<file path="src/hdl/sacl_pkg.sv">
// ----------------------------------------------------------------------------
// Set-associative LFU cache tag engine: shared package
// Field widths, codes and the command and status bundles that pass between
// the controller and the datapath.
// ----------------------------------------------------------------------------
package sacl_pkg;

    // Default structural parameters
    localparam int DEF_LOG_SETS       = 8;
    localparam int DEF_WAYS           = 4;
    localparam int DEF_LOG_LINE_BYTES = 6;
    localparam int DEF_ADDR_BITS      = 48;
    localparam int DEF_MAX_RUN        = 64;
    localparam int DEF_COUNT_BITS     = 16;

    // Fixed field widths of the ports
    localparam int LEN_W    = 7;
    localparam int STATUS_W = 2;
    localparam int SET_W    = 8;
    localparam int WAY_FW   = 2;
    localparam int OFF_W    = 6;
    localparam int TOTAL_W  = 64;
    localparam int MODE_W   = 2;
    localparam int LES_W    = 3;
    localparam int CFG_IDX_W = 2;

    // Result status codes
    localparam logic [STATUS_W-1:0] ST_CACHED = 2'd0;
    localparam logic [STATUS_W-1:0] ST_BYPASS = 2'd1;
    localparam logic [STATUS_W-1:0] ST_RANGE  = 2'd2;

    // Cache mode codes; the spare code behaves as caching mode.
    localparam logic [MODE_W-1:0] MODE_NONE     = 2'd0;
    localparam logic [MODE_W-1:0] MODE_RESIDENT = 2'd1;
    localparam logic [MODE_W-1:0] MODE_CACHE    = 2'd2;
    localparam logic [MODE_W-1:0] MODE_SPARE    = 2'd3;

    // Configuration register indexes
    localparam logic [CFG_IDX_W-1:0] REG_MODE  = 2'd0;
    localparam logic [CFG_IDX_W-1:0] REG_LES   = 2'd1;
    localparam logic [CFG_IDX_W-1:0] REG_LIMIT = 2'd2;

    typedef struct packed {
        logic sweep;        // write an empty row during the reset pass
        logic load;         // take a new run
        logic emit_single;  // emit error or bypass result
        logic rd_en;        // read the set row
        logic update;       // resolve the piece, write back, emit
    } sacl_cmd_t;

    typedef struct packed {
        logic sweep_last;
        logic range_err;
        logic bypass;
        logic len_zero;
        logic out_free;
        logic last;
    } sacl_stat_t;

endpackage

</file>
<file path="src/hdl/sacl_ctrl.sv">
// ----------------------------------------------------------------------------
// Tag engine controller
// Sequences each run: range and mode check, then a read and an update
// step for every line piece.
// ----------------------------------------------------------------------------
module sacl_ctrl (
    input  logic                 clk,
    input  logic                 rst_n,
    input  logic                 in_valid,
    output logic                 in_ready,
    input  sacl_pkg::sacl_stat_t stat,
    output sacl_pkg::sacl_cmd_t  cmd
);
    import sacl_pkg::*;

    typedef enum logic [2:0] {
        S_CLEAR,
        S_IDLE,
        S_CHECK,
        S_READ,
        S_UPDATE
    } state_t;

    state_t state_reg;
    state_t state_next;

    always_comb
    begin
        state_next      = state_reg;
        cmd             = '0;
        in_ready        = 1'b0;
        unique case (state_reg)
            S_CLEAR:
            begin
                // One empty row per set after reset.
                cmd.sweep = 1'b1;
                if (stat.sweep_last)
                begin
                    state_next = S_IDLE;
                end
            end
            S_IDLE:
            begin
                in_ready = 1'b1;
                if (in_valid)
                begin
                    cmd.load   = 1'b1;
                    state_next = S_CHECK;
                end
            end
            S_CHECK:
            begin
                if (stat.range_err || stat.bypass)
                begin
                    if (stat.out_free)
                    begin
                        cmd.emit_single = 1'b1;
                        state_next      = S_IDLE;
                    end
                end
                else if (stat.len_zero)
                begin
                    state_next = S_IDLE;
                end
                else
                begin
                    state_next = S_READ;
                end
            end
            S_READ:
            begin
                cmd.rd_en  = 1'b1;
                state_next = S_UPDATE;
            end
            S_UPDATE:
            begin
                if (stat.out_free)
                begin
                    cmd.update = 1'b1;
                    state_next = stat.last ? S_IDLE : S_READ;
                end
            end
            default:
            begin
                state_next = S_IDLE;
            end
        endcase
    end

    always_ff @(posedge clk or negedge rst_n)
    begin
        if (!rst_n)
        begin
            state_reg <= S_CLEAR;
        end
        else
        begin
            state_reg <= state_next;
        end
    end

endmodule

</file>
<file path="config.mk">
export PLATFORM = sky130hd
export DESIGN_NAME = sacl_ctrl
export DESIGN_NICKNAME = d
export VERILOG_FILES = /design/src/hdl/sacl_pkg.sv /design/src/hdl/sacl_ctrl.sv
export SDC_FILE = /design/constraint.sdc
export NUM_CORES = 1
export LEC_CHECK = 0
export BUFFER_PORTS_ARGS = -buffer_cell sky130_fd_sc_hd__buf_2
export CAP_MARGIN = 20
export CORE_AREA = 2 2 39 41
export DETAILED_ROUTE_END_ITERATION = 10
export DIE_AREA = 0 0 41 43
export GPL_TIMING_DRIVEN = 0
export PLACE_DENSITY = 0.45
export SYNTH_ARGS = -nofsm -noshare
export SYNTH_HDL_FRONTEND = slang
export SYNTH_SLANG_ARGS = --single-unit
</file>
<file path="constraint.sdc">
create_clock -name clk -period 2 [get_ports clk]
set_input_delay 0.2 -clock clk [delete_from_list [all_inputs] [get_ports clk]]
set_output_delay 0.2 -clock clk [all_outputs]
set_load 0.01 [all_outputs]
</file>
==> results.cfg <==
[floorplanning]
io_pins = 15
initial_core_util_pct = 19.6
die_y_um = 43
dieArea_mm2 = 0.00176
num_rows = 14
fp.dieW_um = 41
core_area_mm2 = 0.00138

[place]
gp_congestion = 0.736
post-place-cells = 65
place_hpwl_um = 504
io_buffers = 14

[sta]
relSlewSlack_pct = 85.7
tightest_slew_ns = 0.213
slew_violations = 0
setup_viol = 0
final.setup_skew_ns = 0.000947
period_share_pct = 88.3
hold_viol_final = 0
rsz0062_at_grt = no
hold_ws_ns = 0.206
fmax_mhz = 566
period_minus_slack_ns = 1.77
setup_tns_ns = 0

[synth]
syn_area_per_cell_um2 = 7.76
synth_seq_area_share_pct = 27.6
yosysWarnings = 0
netlist_area_um2 = 272
synth.distinct_cells = 22
syn_nets = 44
ys_ff_latch = 3
netlist_instances = 35

[grt]
grt_max_degree = 11
antenna_found_initial = 0
grt_first_pass_wirelength_um = 1120
grt_overflow_total = 0
grt.total_usage_pct = 9.94
grt_pass1_vias = 267

[setup_path]
end_kind = primary output
critPathMaxFanout = 10
crit_arrival_ns = 1.57
required_ns = 1.80
critPathKind = reg2out
critPathLaunchType = flip-flop

[clock_network]
numCtsBuffers = 3
ctsLongestPathBuffers = 2
clk_pin_slew_worst_paths_ns = 0.04
tritoncts = yes
cts.sinks = 3
root_buffer = clkbuf_4
clock_latency_ns = 0.23
h-tree-depth = 1

[cells_and_area]
drive_above_1_share_pct = 48.1
syn2layout_area_growth_pct = 46.5
n_antenna_cell = 0
nFillCells = 156
nets = 64
layout.cells.non_filler = 70
largest_reg_flops = 3

[routing]
dr.pass1.iters = 4
first_iter_violations = 14
routed_via_density = 4.33
vias = 303
postRouteAntennaNets = 0
drc = 0
routed_wl_um = 666
wl_per_cell_um = 9.51

[pwr]
power_density_mw_per_mm2 = 1440
power.total_mw = 0.575
total_leakage_power_nw = 0.208
vdd_drop_max_uv = 434

[job]
cap_viol_max_count = 0

[outcome]
status = finished clean

[min_path]
hold_class = in2reg
==> per-layer routing <==
layer / up-vias / share of wire [%] / track usage [%]
met5: - / 0 / 0
met4: 0 / 2.1 / 8.00
met3: 2 / 7.7 / 4.71
met2: 12 / 41 / 11.6
met1: 129 / 49 / 13.2
li1: 160 / - / -
==> layout make-up <==
type | instances | area (um^2) | area share, %
buffer | 4 | 31.3 | 7.86
clock buffer | 4 | 26.3 | 6.60
inverter | 1 | 3.75 | 0.943
multi-input combinational | 27 | 161 | 40.6
sequential | 3 | 75.1 | 18.9
tap | 16 | 20.0 | 5.03
timing repair buffer | 15 | 80.1 | 20.1
==> path summary, 6_finish.rpt <==
check	end	slack (ns)	depth (start not counted)	start
max	cmd[3]	0.23	5	state_reg[1]
min	state_reg[0]	0.21	2	in_valid
max reg2reg	state_reg[1]	0.67	4	state_reg[1]
min reg2reg	state_reg[0]	0.63	2	state_reg[2]
max in group asynchronous	state_reg[1]	1.61	2	rst_n
min in group asynchronous	state_reg[2]	0.28	2	rst_n
==> critical path: stages, from the launching register on <==
cell and delay [ns]:
dfrtp_1 0.35, buf_4 0.16, or3b_2 0.50, inv_1 0.08, and2_1 0.12, buf_2 0.12
==> logic make-up (layout without fill, tap and decap cells) <==
logic type | after synthesis | count (layout) | share of synthesized area (%)
compound gates | 7 | 7 | 19.8
buf+inv | 5 | 24 | 12.9
flops | 3 | 3 | 27.6
simple gates | 20 | 20 | 39.6
==> synthesized netlist by cell type <==
cell,instances,area [um^2]
nor2_1,9,33.8
dfrtp_1,3,75.1
buf_4,2,15.0
nand2_1,2,7.51
o22ai_1,2,12.5
a211oi_1,1,7.51
a211oi_2,1,12.5
a21oi_1,1,5.00
and2_1,1,6.26
and3_1,1,6.26
and4b_2,1,11.3
buf_2,1,5.00
buf_6,1,11.3
inv_1,1,3.75
nand3_1,1,5.00
nor2b_1,1,6.26
nor3_1,1,5.00
o21ai_0,1,5.00
o32a_2,1,11.3
or2b_2,1,8.76
or3b_1,1,8.76
or3b_2,1,8.76
==> per-stage QoR <==
stage | cell area [um^2] | utilization, % | setup slack [ns]
detailed placement | 362 | 26.1 | 0.472
global route | 398 | 28.8 | 0.157
global placement | 362 | 26.1 | 0.480
finish | 398 | 28.8 | 0.234
floorplan | 272 | - | 0.543
CTS | 398 | 28.8 | 0.222
==> power by group <==
group | internal, mW | switching (mW) | total, mW
Combinational | 0.174 | 0.192 | 0.366
Sequential | 0.0899 | 0.0118 | 0.102
Clock | 0.0748 | 0.0322 | 0.107
==> what timing repair did <==
action                                 in CTS  in global routing
gates resized for setup                     0                  0
endpoints found under the hold margin       3                  0
hold buffers                                1                  0
setup buffers                               0                  0
==> cell usage in the layout (no fill, tap or decap), types with 2 or more instances in the layout <==
cell       n
buf_2     15
o22ai_1    2
dfrtp_1    3
nand2_1    2
nor2_1     9
clkbuf_4   3
buf_4      2
(Power assumes the default switching activity.)
